`src/hdl/assert_macros.svh`:
```
// ---------------------------------------------------------------------------
// Assertion macros
// Shared concurrent assertion helpers for the bit timing calculator.
// ---------------------------------------------------------------------------
`ifndef ASSERT_MACROS_SVH
`define ASSERT_MACROS_SVH

`ifndef NO_ASSERTIONS

// same-cycle implication
`define ASSERT_IMPLIES(label, clk, rst_n, a, b) \
	label: assert property (@(posedge clk) disable iff (!rst_n) (a) |-> (b)) \
		else $error("assertion failed: same-cycle implication");

// next-cycle implication
`define ASSERT_NEXT(label, clk, rst_n, a, b) \
	label: assert property (@(posedge clk) disable iff (!rst_n) (a) |=> (b)) \
		else $error("assertion failed: next-cycle implication");

`else

`define ASSERT_IMPLIES(label, clk, rst_n, a, b)
`define ASSERT_NEXT(label, clk, rst_n, a, b)

`endif

`endif

```
`src/hdl/cbtc_pkg.sv`:
```
// ---------------------------------------------------------------------------
// cbtc_pkg
// Types, constants and helpers shared by the bit timing calculator.
// ---------------------------------------------------------------------------
package cbtc_pkg;

	localparam int unsigned DIV_W      = 32;
	localparam int unsigned CNT_W      = $clog2(DIV_W);
	localparam int unsigned Q_W        = 5;
	localparam int unsigned MAX_QUANTA = 25;
	localparam int unsigned MIN_QUANTA = 4;
	localparam int unsigned SYNC_Q     = 3;
	localparam int unsigned PRE_MAX    = 63;

	typedef enum logic [1:0] {
		DIV_HALF,
		DIV_REM,
		DIV_PRE
	} div_op_t;

	typedef enum logic [3:0] {
		ST_IDLE,
		ST_CHECK,
		ST_HALF,
		ST_HALF_WAIT,
		ST_TRY,
		ST_TRY_WAIT,
		ST_PRE,
		ST_PRE_WAIT,
		ST_EMIT
	} state_t;

	typedef struct packed {
		logic    load;
		logic    clear;
		logic    div_start;
		div_op_t op;
		logic    take_half;
		logic    take_rem;
		logic    take_pre;
	} cmd_t;

	typedef struct packed {
		logic zero_in;
		logic div_done;
		logic rem_zero;
		logic count_last;
	} sts_t;

	// x / 3 for x in 0..22, as multiply by 11 and shift by 5
	function automatic logic [2:0] div3(input logic [Q_W-1:0] x);
		logic [Q_W+3:0] p;
		p = {4'b0, x} * (Q_W+4)'(11);
		return p[7:5];
	endfunction

endpackage

```
`src/hdl/cbtc_div.sv`:
```
// ---------------------------------------------------------------------------
// cbtc_div
// Restoring serial divider, one quotient bit per cycle.
// ---------------------------------------------------------------------------
`include "assert_macros.svh"

module cbtc_div import cbtc_pkg::*; (
	input  logic             clk,
	input  logic             arst_n,
	input  logic             start,
	input  logic [DIV_W-1:0] dividend,
	input  logic [DIV_W-1:0] divisor,
	output logic             done,
	output logic [DIV_W-1:0] quotient,
	output logic [DIV_W-1:0] remainder
);

	logic             busy_q;
	logic             done_q;
	logic [CNT_W-1:0] cnt_q;
	logic [DIV_W-1:0] rem_q;
	logic [DIV_W-1:0] quo_q;
	logic [DIV_W-1:0] div_q;

	logic [DIV_W:0]   shifted;
	logic [DIV_W:0]   diff;
	logic             ge;

	assign shifted = {rem_q, quo_q[DIV_W-1]};
	assign diff    = shifted - {1'b0, div_q};
	assign ge      = (shifted >= {1'b0, div_q});

	always_ff @(posedge clk or negedge arst_n) begin
		if (!arst_n) begin
			busy_q <= 1'b0;
			done_q <= 1'b0;
			cnt_q  <= '0;
		end else begin
			done_q <= 1'b0;
			if (start) begin
				busy_q <= 1'b1;
				cnt_q  <= '0;
			end else if (busy_q) begin
				cnt_q <= cnt_q + CNT_W'(1);
				if (cnt_q == CNT_W'(DIV_W - 1)) begin
					busy_q <= 1'b0;
					done_q <= 1'b1;
				end
			end
		end
	end

	always_ff @(posedge clk) begin
		if (start) begin
			rem_q <= '0;
			quo_q <= dividend;
			div_q <= divisor;
		end else if (busy_q) begin
			rem_q <= ge ? diff[DIV_W-1:0] : shifted[DIV_W-1:0];
			quo_q <= {quo_q[DIV_W-2:0], ge};
		end
	end

	assign done      = done_q;
	assign quotient  = quo_q;
	assign remainder = rem_q;

	`ASSERT_IMPLIES(a_no_restart, clk, arst_n, start, !busy_q)
	`ASSERT_NEXT(a_done_pulse, clk, arst_n, done_q, !done_q)
	`ASSERT_IMPLIES(a_rem_below_div, clk, arst_n, done_q, rem_q < div_q)

endmodule

```
`src/hdl/cbtc_dpath.sv`:
```
// ---------------------------------------------------------------------------
// cbtc_dpath
// Operand registers, candidate tracking and result formatting.
// ---------------------------------------------------------------------------
module cbtc_dpath import cbtc_pkg::*; (
	input  logic             clk,
	input  logic             arst_n,
	input  cmd_t             cmd,
	output sts_t             sts,
	input  logic [DIV_W-1:0] source_clock,
	input  logic [DIV_W-1:0] bit_rate,
	output logic             result_valid,
	output logic             no_fit,
	output logic             prescaler_out_of_range,
	output logic [Q_W-1:0]   chosen_quanta,
	output logic [5:0]       prescaler_value,
	output logic [3:0]       phase_segment_one,
	output logic [2:0]       phase_segment_two
);

	logic [DIV_W-1:0] clk_q;
	logic [DIV_W-1:0] rate_q;
	logic [DIV_W-2:0] half_q;
	logic [Q_W-1:0]   count_q;
	logic [Q_W-1:0]   chosen_q;
	logic [DIV_W-1:0] best_q;

	logic             valid_q;
	logic             nofit_q;
	logic             range_q;
	logic [Q_W-1:0]   quanta_q;
	logic [5:0]       pre_q;
	logic [3:0]       seg1_q;
	logic [2:0]       seg2_q;

	logic [DIV_W-1:0] dividend;
	logic [DIV_W-1:0] divisor;
	logic             div_done;
	logic [DIV_W-1:0] quotient;
	logic [DIV_W-1:0] remainder;

	logic [Q_W-1:0]   span;
	logic [2:0]       seg2;
	logic [Q_W-1:0]   seg1;

	always_comb begin
		case (cmd.op)
			DIV_HALF: begin
				dividend = clk_q;
				divisor  = rate_q;
			end
			DIV_REM: begin
				dividend = {1'b0, half_q};
				divisor  = DIV_W'(count_q);
			end
			DIV_PRE: begin
				dividend = {1'b0, half_q};
				divisor  = (chosen_q == '0) ? DIV_W'(1) : DIV_W'(chosen_q);
			end
			default: begin
				dividend = clk_q;
				divisor  = rate_q;
			end
		endcase
	end

	cbtc_div u_div (
		.clk       (clk),
		.arst_n    (arst_n),
		.start     (cmd.div_start),
		.dividend  (dividend),
		.divisor   (divisor),
		.done      (div_done),
		.quotient  (quotient),
		.remainder (remainder)
	);

	assign sts.zero_in    = (clk_q == '0) || (rate_q == '0);
	assign sts.div_done   = div_done;
	assign sts.rem_zero   = (remainder == '0);
	assign sts.count_last = (count_q == Q_W'(MIN_QUANTA));

	assign span = chosen_q - Q_W'(SYNC_Q);
	assign seg2 = div3(span);
	assign seg1 = span - Q_W'(seg2);

	always_ff @(posedge clk) begin
		if (cmd.load) begin
			clk_q  <= source_clock;
			rate_q <= bit_rate;
		end
		if (cmd.take_half) begin
			half_q   <= quotient[DIV_W-1:1];
			count_q  <= Q_W'(MAX_QUANTA);
			best_q   <= rate_q;
			chosen_q <= '0;
		end
		if (cmd.take_rem) begin
			count_q <= count_q - Q_W'(1);
			if (remainder == '0) begin
				chosen_q <= count_q;
			end else if (remainder < best_q) begin
				best_q   <= remainder;
				chosen_q <= count_q;
			end
		end
	end

	always_ff @(posedge clk) begin
		if (cmd.clear) begin
			valid_q  <= 1'b0;
			nofit_q  <= 1'b0;
			range_q  <= 1'b0;
			quanta_q <= '0;
			pre_q    <= '0;
			seg1_q   <= '0;
			seg2_q   <= '0;
		end else if (cmd.take_pre) begin
			valid_q  <= 1'b1;
			nofit_q  <= (chosen_q == '0);
			quanta_q <= chosen_q;
			if (quotient == '0) begin
				pre_q   <= '0;
				range_q <= 1'b1;
			end else if (quotient > DIV_W'(PRE_MAX + 1)) begin
				pre_q   <= 6'(PRE_MAX);
				range_q <= 1'b1;
			end else begin
				pre_q   <= 6'(quotient - DIV_W'(1));
				range_q <= 1'b0;
			end
			if (chosen_q == '0) begin
				seg1_q <= '0;
				seg2_q <= '0;
			end else begin
				seg1_q <= seg1[3:0];
				seg2_q <= seg2;
			end
		end
	end

	assign result_valid           = valid_q;
	assign no_fit                 = nofit_q;
	assign prescaler_out_of_range = range_q;
	assign chosen_quanta          = quanta_q;
	assign prescaler_value        = pre_q;
	assign phase_segment_one      = seg1_q;
	assign phase_segment_two      = seg2_q;

endmodule

```
`src/hdl/cbtc_ctrl.sv`:
```
// ---------------------------------------------------------------------------
// cbtc_ctrl
// Sequencer: half rate, quanta search, prescaler, result strobe.
// ---------------------------------------------------------------------------
`include "assert_macros.svh"

module cbtc_ctrl import cbtc_pkg::*; (
	input  logic clk,
	input  logic arst_n,
	input  logic start,
	output logic busy,
	output logic done,
	output cmd_t cmd,
	input  sts_t sts
);

	state_t state_q;
	state_t state_d;

	always_ff @(posedge clk or negedge arst_n) begin
		if (!arst_n) begin
			state_q <= ST_IDLE;
		end else begin
			state_q <= state_d;
		end
	end

	always_comb begin
		state_d = state_q;
		cmd     = '0;
		cmd.op  = DIV_HALF;
		case (state_q)
			ST_IDLE: begin
				if (start) begin
					cmd.load = 1'b1;
					state_d  = ST_CHECK;
				end
			end
			ST_CHECK: begin
				if (sts.zero_in) begin
					cmd.clear = 1'b1;
					state_d   = ST_EMIT;
				end else begin
					state_d = ST_HALF;
				end
			end
			ST_HALF: begin
				cmd.op        = DIV_HALF;
				cmd.div_start = 1'b1;
				state_d       = ST_HALF_WAIT;
			end
			ST_HALF_WAIT: begin
				if (sts.div_done) begin
					cmd.take_half = 1'b1;
					state_d       = ST_TRY;
				end
			end
			ST_TRY: begin
				cmd.op        = DIV_REM;
				cmd.div_start = 1'b1;
				state_d       = ST_TRY_WAIT;
			end
			ST_TRY_WAIT: begin
				if (sts.div_done) begin
					cmd.take_rem = 1'b1;
					// exact divisor ends the search early
					if (sts.rem_zero || sts.count_last) begin
						state_d = ST_PRE;
					end else begin
						state_d = ST_TRY;
					end
				end
			end
			ST_PRE: begin
				cmd.op        = DIV_PRE;
				cmd.div_start = 1'b1;
				state_d       = ST_PRE_WAIT;
			end
			ST_PRE_WAIT: begin
				cmd.op = DIV_PRE;
				if (sts.div_done) begin
					cmd.take_pre = 1'b1;
					state_d      = ST_EMIT;
				end
			end
			ST_EMIT: begin
				state_d = ST_IDLE;
			end
			default: begin
				state_d = ST_IDLE;
			end
		endcase
	end

	assign busy = (state_q != ST_IDLE);
	assign done = (state_q == ST_EMIT);

	`ASSERT_NEXT(a_accept_busy, clk, arst_n, start && !busy, busy)
	`ASSERT_NEXT(a_done_release, clk, arst_n, done, !busy)
	`ASSERT_IMPLIES(a_div_idle_emit, clk, arst_n, done, !sts.div_done)

endmodule

```
`src/hdl/can_bit_timing_calculator.sv`:
```
// ---------------------------------------------------------------------------
// can_bit_timing_calculator
// CAN bit timing search: prescaler and phase segments from clock and rate.
// ---------------------------------------------------------------------------
// Usage:
//   Drive source_clock and bit_rate and pulse start while busy is low; the
//   transaction is taken at that edge and busy stays high until the result
//   has been shown. The result fields appear together with done, high for
//   exactly one cycle; they stay on the ports until the next result.
//   When either input is zero the search is skipped and a cleared result
//   is shown. Otherwise quanta counts are tried from 25 down to 4, 1 to 22
//   of them. A new transaction is taken only when the last one is done.
//   Each division (clock/rate, one per tried count, and the prescaler
//   quotient) runs 32 steps on one shared serial restoring divider, with a
//   start and done handoff to the sequencer.
//   Reset returns the sequencer to idle and drops busy and done; any
//   transaction in flight is dropped.
//   The receiver cannot stall: a result not taken with done is kept only until the next result.
// ---------------------------------------------------------------------------
module can_bit_timing_calculator import cbtc_pkg::*; (
	input  logic             clk,
	input  logic             arst_n,
	input  logic             start,
	output logic             busy,
	output logic             done,
	input  logic [DIV_W-1:0] source_clock,
	input  logic [DIV_W-1:0] bit_rate,
	output logic             result_valid,
	output logic             no_fit,
	output logic             prescaler_out_of_range,
	output logic [Q_W-1:0]   chosen_quanta,
	output logic [5:0]       prescaler_value,
	output logic [3:0]       phase_segment_one,
	output logic [2:0]       phase_segment_two
);

	cmd_t cmd;
	sts_t sts;

	cbtc_ctrl u_ctrl (
		.clk    (clk),
		.arst_n (arst_n),
		.start  (start),
		.busy   (busy),
		.done   (done),
		.cmd    (cmd),
		.sts    (sts)
	);

	cbtc_dpath u_dpath (
		.clk                    (clk),
		.arst_n                 (arst_n),
		.cmd                    (cmd),
		.sts                    (sts),
		.source_clock           (source_clock),
		.bit_rate               (bit_rate),
		.result_valid           (result_valid),
		.no_fit                 (no_fit),
		.prescaler_out_of_range (prescaler_out_of_range),
		.chosen_quanta          (chosen_quanta),
		.prescaler_value        (prescaler_value),
		.phase_segment_one      (phase_segment_one),
		.phase_segment_two      (phase_segment_two)
	);

endmodule

```
`config.mk`:
```
export PLATFORM = sky130hd
export DESIGN_NAME = can_bit_timing_calculator
export DESIGN_NICKNAME = d
export VERILOG_FILES = /design/src/hdl/cbtc_pkg.sv /design/src/hdl/cbtc_div.sv /design/src/hdl/cbtc_dpath.sv /design/src/hdl/cbtc_ctrl.sv /design/src/hdl/can_bit_timing_calculator.sv
export VERILOG_INCLUDE_DIRS = /design/src /design/src/hdl
export SDC_FILE = /design/constraint.sdc
export NUM_CORES = 1
export LEC_CHECK = 0
export BUFFER_PORTS_ARGS = -buffer_cell sky130_fd_sc_hd__buf_2
export CAP_MARGIN = 25
export CELL_PAD_IN_SITES_DETAIL_PLACEMENT = 1
export CELL_PAD_IN_SITES_GLOBAL_PLACEMENT = 2
export CORE_MARGIN = 8
export CORE_UTILIZATION = 40
export DETAILED_ROUTE_END_ITERATION = 7
export PLACE_DENSITY_LB_ADDON = 0.05
export SETUP_SLACK_MARGIN = 0.05
export SYNTH_ARGS = -nofsm -noshare
export SYNTH_HDL_FRONTEND = slang
export SYNTH_SLANG_ARGS = --single-unit
```
`constraint.sdc`:
```
create_clock -name clk -period 4.5 [get_ports clk]
set_clock_uncertainty 0.2 [all_clocks]
set_input_delay 1.35 -clock clk [delete_from_list [all_inputs] [get_ports clk]]
set_output_delay 1.35 -clock clk [all_outputs]
set_load 0.05 [all_outputs]
```
# After elaboration in Yosys (flattened, before gate mapping)
# Index checks and enable logic that the tools add are counted.
[word_totals] elab_cells=108 output_inout_bits=23 regBits=265
[op_classes] n_eq_ne=16 addsub=6 multipliers=1 mux=47 magnitude_cmp=3 reduce_logical=15
[ops] op="2-to-1 mux 32 bit" count=8
[ops] op="zero test 32 bit" count=4
[ops] op="one-hot mux 32 bit (2 select lines)" count=1
[ops] op="2-to-1 mux 5 bit" count=9
[ops] op="greater-or-equal comparator 33 x 32 -> 1 bit" count=1
[ops] op="> comparator 32 x 7 -> 1 bit (second input constant)" count=1
[ops] op="< comparator 32 bit" count=1
[ops] op="one-hot mux 4 bit (8 select lines)" count=1
[ops] op="subtractor 32 bit" count=1
[ops] op="2-to-1 mux 4 bit" count=6
[ops] op="2-to-1 mux 1 bit" count=17
[ops] op="equality test 4 x 3 -> 1 bit (second input constant)" count=4
[ops] op="2-to-1 mux 6 bit" count=2
[ops] op="equality test 4 x 2 -> 1 bit (second input constant)" count=2
[ops] op="multiplier 5 x 4 -> 8 bit (second input constant)" count=1
[ops] op="inequality test 2 x 1 -> 1 bit (second input constant)" count=3
[ops] op="subtractor 6 x 1 -> 6 bit (second input constant)" count=1
[ops] op="adder 5 x 1 -> 5 bit (second input constant)" count=1
[ops] op="equality test 5 x 3 -> 1 bit (second input constant)" count=1
[ops] op="equality test 5 bit (second input constant)" count=1
[ops] op="zero test 5 bit" count=1
[ops] op="subtractor 5 x 1 -> 5 bit (second input constant)" count=1
[ops] op="subtractor 5 x 2 -> 5 bit (second input constant)" count=1
[ops] op="equality test 4 x 1 -> 1 bit (second input constant)" count=1
[ops] op="other kinds (15)" count=18

# Longest topological paths before layout
[depth] ltp_word=7 depth_mapped=20 ltp_nobuf=19

# Modules after synthesis
# A second synthesis with hierarchy kept.
[hier_totals] hier_cells=1266 area_unflattened_um2=13952.1
[modules_own_cells] module="cbtc_dpath" area_per_inst_um2=7777.5 cells_per_inst=660 seq_area_each_um2=4164.0 n_inst=1
[modules_own_cells] module="cbtc_div" area_per_inst_um2=5869.4 cells_per_inst=567 seq_area_each_um2=2737.6 n_inst=1
[modules_own_cells] module="cbtc_ctrl" area_per_inst_um2=305.3 cells_per_inst=39 seq_area_each_um2=100.1 n_inst=1

# Worst setup path after synthesis
# Ideal clock, no wire load.
[synth_timing] path_type="flip-flop to flip-flop" startpoint="register u_dpath.chosen_q[0]" endpoint="register u_dpath.seg1_q[3], in the netlist u_dpath.phase_segment_one[3]" setup_slack_ns=0.608 path_stages_with_launch=20 arrival_ns=3.564 path_buffers=0 synth_period_minus_slack_ns=3.892 required_time_ns=4.172 cell_sequence="dfxtp_1 -> inv_1 -> ha_1 -> ha_1 -> inv_1 -> fa_1 -> inv_1 -> ha_1 -> a21oi_1 -> nor2b_1 -> nor2_1 -> xnor2_1 -> inv_1 -> ha_1 -> a21o_1 -> a21oi_1 -> xnor2_1 -> nor3_1 -> a21oi_1 -> nor2_1"
[synth_via] elab_chain_len=4 word_cells_on_any_way=5 classes_between="add/sub: 2; mul: 1; mux: 1; reduce/logical: 1"
[synth_rtl] element="from (decl)" line="cbtc_dpath.sv:25" text="logic [Q_W-1:0] chosen_q;"
[synth_rtl] element="from (signal assigned)" line="cbtc_dpath.sv:101" text="chosen_q <= count_q;"
[synth_rtl] element="from (signal assigned)" line="cbtc_dpath.sv:104" text="chosen_q <= count_q;"
[synth_rtl] element="subtractor 5 x 2 -> 5 bit" line="cbtc_dpath.sv:83" text="assign span = chosen_q - Q_W'(SYNC_Q);"
[synth_rtl] element="multiplier 5 x 4 -> 8 bit" line="cbtc_pkg.sv:53" text="p = {4'b0, x} * (Q_W+4)'(11);"
[synth_rtl] element="subtractor 4 x 3 -> 4 bit" line="cbtc_dpath.sv:85" text="assign seg1 = span - Q_W'(seg2);"
[synth_rtl] element="2-to-1 mux 4 bit *" line="cbtc_dpath.sv:132" text="if (chosen_q == '0) begin"
[synth_rtl] element="to (signal assigned)" line="cbtc_dpath.sv:136" text="seg1_q <= seg1[3:0];"
[synth_rtl] element="to (decl)" line="cbtc_dpath.sv:33" text="logic [3:0] seg1_q;"
# Every way passes the cells marked *; elsewhere a longest branch is shown, timed or not.
# A chain may end at the register's enable or synchronous reset.

# Final worst setup path
# Ends and elaborated chain as after synthesis.

==> impl_metrics.toml <==
[outcome]
outcome = "finished clean"

[detailed_routing]
routed_wl_mm = 36.9
viasPerCell = 5.32
drt_pre_antenna_iters = 4
drt_iter0_drc = 444
ant_nets = 0
vias = 10100
wire_per_inst_um = 19.5
drc = 0

[worst_setup_path]
cp.depth = 19
crit_family = "adder cells"
cp_cell_sequence = "inv_1 > ha_1 > ha_1 > inv_1 > fa_1 > inv_1 > ha_1 > a21oi_2 > nor2b_1 > nor2_1 > xnor2_1 > inv_1 > ha_1 > a21o_1 > a21oi_1 > xnor2_1 > nor3_1 > a21oi_1 > nor2_1"
reg2reg_to = "u_dpath.phase_segment_one[3]"
worstPathMaxFanout = 9
crit_arrival_ps = 4370
slowest_stage = "fa_1"
regToRegSetupSlack_ps = 350
end_kind = "register"
crit_end = "u_dpath.phase_segment_one[3]"
worstPathRequired_ps = 4720
slowest_delay_ps = 490
start_kind = "register"
rr_worst_depth = 19
cp-startpoint = "u_dpath.chosen_q[0]"
crit_type = "reg -> reg"
regToRegStartpoint = "u_dpath.chosen_q[0]"
path_buf_inv = 4

[layout]
diodes = 0
drive_above_1_share = 0.145
layout.nets = 1571
synthToLayoutAreaGrowth_pct = 13.9
final_util = 0.459
fillers = 3880
multiInputGateArea_um2 = 6150
regArea_um2 = 7000
final_cells = 1895

[yosys]
syn_inst = 1334
synthesis.nets = 1490
synthFlopType = "edfxtp_1"
synth-async-reset-ratio = 0.0415
synth.yosys.seq_area_share = 0.508
syn_area_um2 = 13800
yosys.cell_types.count = 66
syn-mean-instance-area_um2 = 10.3
ys_ff_latch = 265
ys_warn_count = 0
synth_edf_count = 164

[clocking]
clockBufferDepth = 3
cts_tree = "done"
path_clk_slew_ps = 60
holdBufCountCts = 0
cts.htree.levels = 1
insertion_delay_ps = 560
numCtsBuffers = 31
cts_sinks = 265
cts_root_buf = "clkbuf_16"

[place]
preCtsSetupSlack_ps = 171
hpwl_mm = 26.7
place_inst = 1836
io_buffers = 89
gp_congestion = 0.843

[sta]
hold_violations = 0
fin_setup_tns_ps = 0
rsz0062_at_grt = "no"
setup_viol_count_final = 0
worst_slack_ps = 352
finalMaxSlewViolations = 0
period_needed_ps = 4150
maxSlewHeadroom = 0.411
finalCritPeriodShare = 0.922
worstMarginPinSlew_ps = 876
fmax_mhz = 241

[floorplanning]
die_w_um = 202
die_height_um = 202
placement_rows = 68
die_area_um2 = 40600
start_util = 0.403
ioPinCount = 90
fp.coreArea_um2 = 34200

[grt]
track_usage = 0.179
gr-total-overflow = 0
grt_start_max_net_pins = 69
grt_first_pass_wirelength_mm = 59.7
antenna_found_initial = 1
grt_pass1_vias = 10700

[power]
leakagePower_nw = 6.64
peakVddDrop_uv = 351
total_power_mw = 10.7
p_per_area_nw_per_um2 = 685

[hold_path]
hp-class = "reg -> reg"

[flow_run]
drv_cap = 0
-- cell usage in the layout (no fill, tap or decap), types with 25 or more instances in the layout --
master     instances
edfxtp_1         164
nand2_1          132
o21ai_0          106
a21oi_1          104
inv_1             93
buf_2             89
dfxtp_1           88
ha_1              85
nor2_1            68
mux2i_1           52
and2_1            34
mux2_2            33
nor4_1            32
clkbuf_16         31
xnor2_1           29
a21o_1            27
nand4_1           25
-- cell usage after synthesis, types with 27 or more instances --
library cell / instances / area share
a21o_1: 27 / 0.015
a21oi_1: 105 / 0.038
edfxtp_1: 164 / 0.36
o21ai_0: 106 / 0.039
ha_1: 86 / 0.078
nor4_1: 32 / 0.015
and2_1: 34 / 0.015
xnor2_1: 29 / 0.018
nor2_1: 68 / 0.019
nand2_1: 132 / 0.036
clkbuf_1: 52 / 0.014
inv_1: 93 / 0.025
mux2_2: 33 / 0.027
dfxtp_1: 90 / 0.13
mux2i_1: 52 / 0.038
-- registers in the layout, indices dropped and copies added (netlist names), 4 cells and up --
name and count:
u_dpath.prescaler_value 6, u_dpath.half_q 31, u_dpath.phase_segment_one 4, u_dpath.chosen_quanta 5, u_dpath.best_q 32, u_dpath.u_div.remainder 32, u_dpath.u_div.div_q 32, u_dpath.chosen_q 5
u_dpath.count_q 5, u_dpath.u_div.cnt_q 5, u_dpath.clk_q 32, u_dpath.u_div.quotient 32, u_dpath.rate_q 32, u_ctrl.state_q 4
-- final cells by class --
type / count / share of cell area
clock inverter: 12 / 0.00710
sequential: 265 / 0.446
inverter: 95 / 0.0227
clock buffer: 46 / 0.0537
multi-input combinational: 910 / 0.392
timing repair buffer: 112 / 0.0419
tap: 455 / 0.0363
-- report_power, final --
| group | switching, mW | total (mW) | internal (mW) |
|---|---|---|---|
| Combinational | 2.66 | 4.53 | 1.88 |
| Sequential | 0.532 | 3.82 | 3.29 |
| Clock | 0.996 | 2.40 | 1.40 |
-- worst min-delay path by stage --
stage | depth (start not counted) | from | to
6_report | 2 | u_dpath.chosen_quanta[1] | u_dpath.chosen_quanta[1]
4_1_cts | 2 | u_dpath.chosen_quanta[1] | u_dpath.chosen_quanta[1]
5_1_grt | 2 | u_dpath.chosen_quanta[4] | u_dpath.chosen_quanta[4]
2_1_floorplan | 0 | u_dpath.u_div.quotient[11] | u_dpath.half_q[10]
3_3_place_gp | 2 | u_dpath.chosen_quanta[4] | u_dpath.chosen_quanta[4]
3_5_place_dp | 2 | u_dpath.chosen_quanta[1] | u_dpath.chosen_quanta[1]
-- through the flow --
step                hold slack, ps  instance area (um^2)
finish                         253                 15700
global route                   275                 15700
CTS                            258                 15700
detailed placement             249                 14700
global placement               243                 14700
floorplan                      250                 13800
-- timing repair --
item                                    4_1_cts  5_1_grt
buffers inserted                              0        0
resized for setup                             0        4
endpoints found under the setup margin        0        1
-- cells by family after synthesis --
logic type / Yosys count / share of synthesized area
muxes: 85 / 0.0647
buffers and inverters: 159 / 0.0464
xor gates and xnor gates: 48 / 0.0305
adders and majority gates: 89 / 0.0824
and+or+nand+nor: 375 / 0.134
DFF: 265 / 0.508
AOI/OAI and AO/OA: 313 / 0.134
-- per-layer routing --
metal	share of wire	vias to the layer above	routed length, um	GRT usage
li1	-	4974	-	-
met1	0.47	4917	17500	0.242
met2	0.47	142	17200	0.293
met3	0.036	49	1320	0.0291
met4	0.023	2	858	0.0483
met5	0.00033	-	12	0
-- worst reg2reg max path: stages (launching register included) --
cell and delay [ps]:
dfxtp_2 430, inv_1 100, ha_1 370, ha_1 300, inv_1 50, fa_1 490
inv_1 40, ha_1 300, a21oi_2 210, nor2b_1 70, nor2_1 160, xnor2_1 230
inv_1 80, ha_1 280, a21o_1 160, a21oi_1 160, xnor2_1 130, nor3_1 60
a21oi_1 130, nor2_1 50
Note: power is estimated with default switching activity, not from simulation.
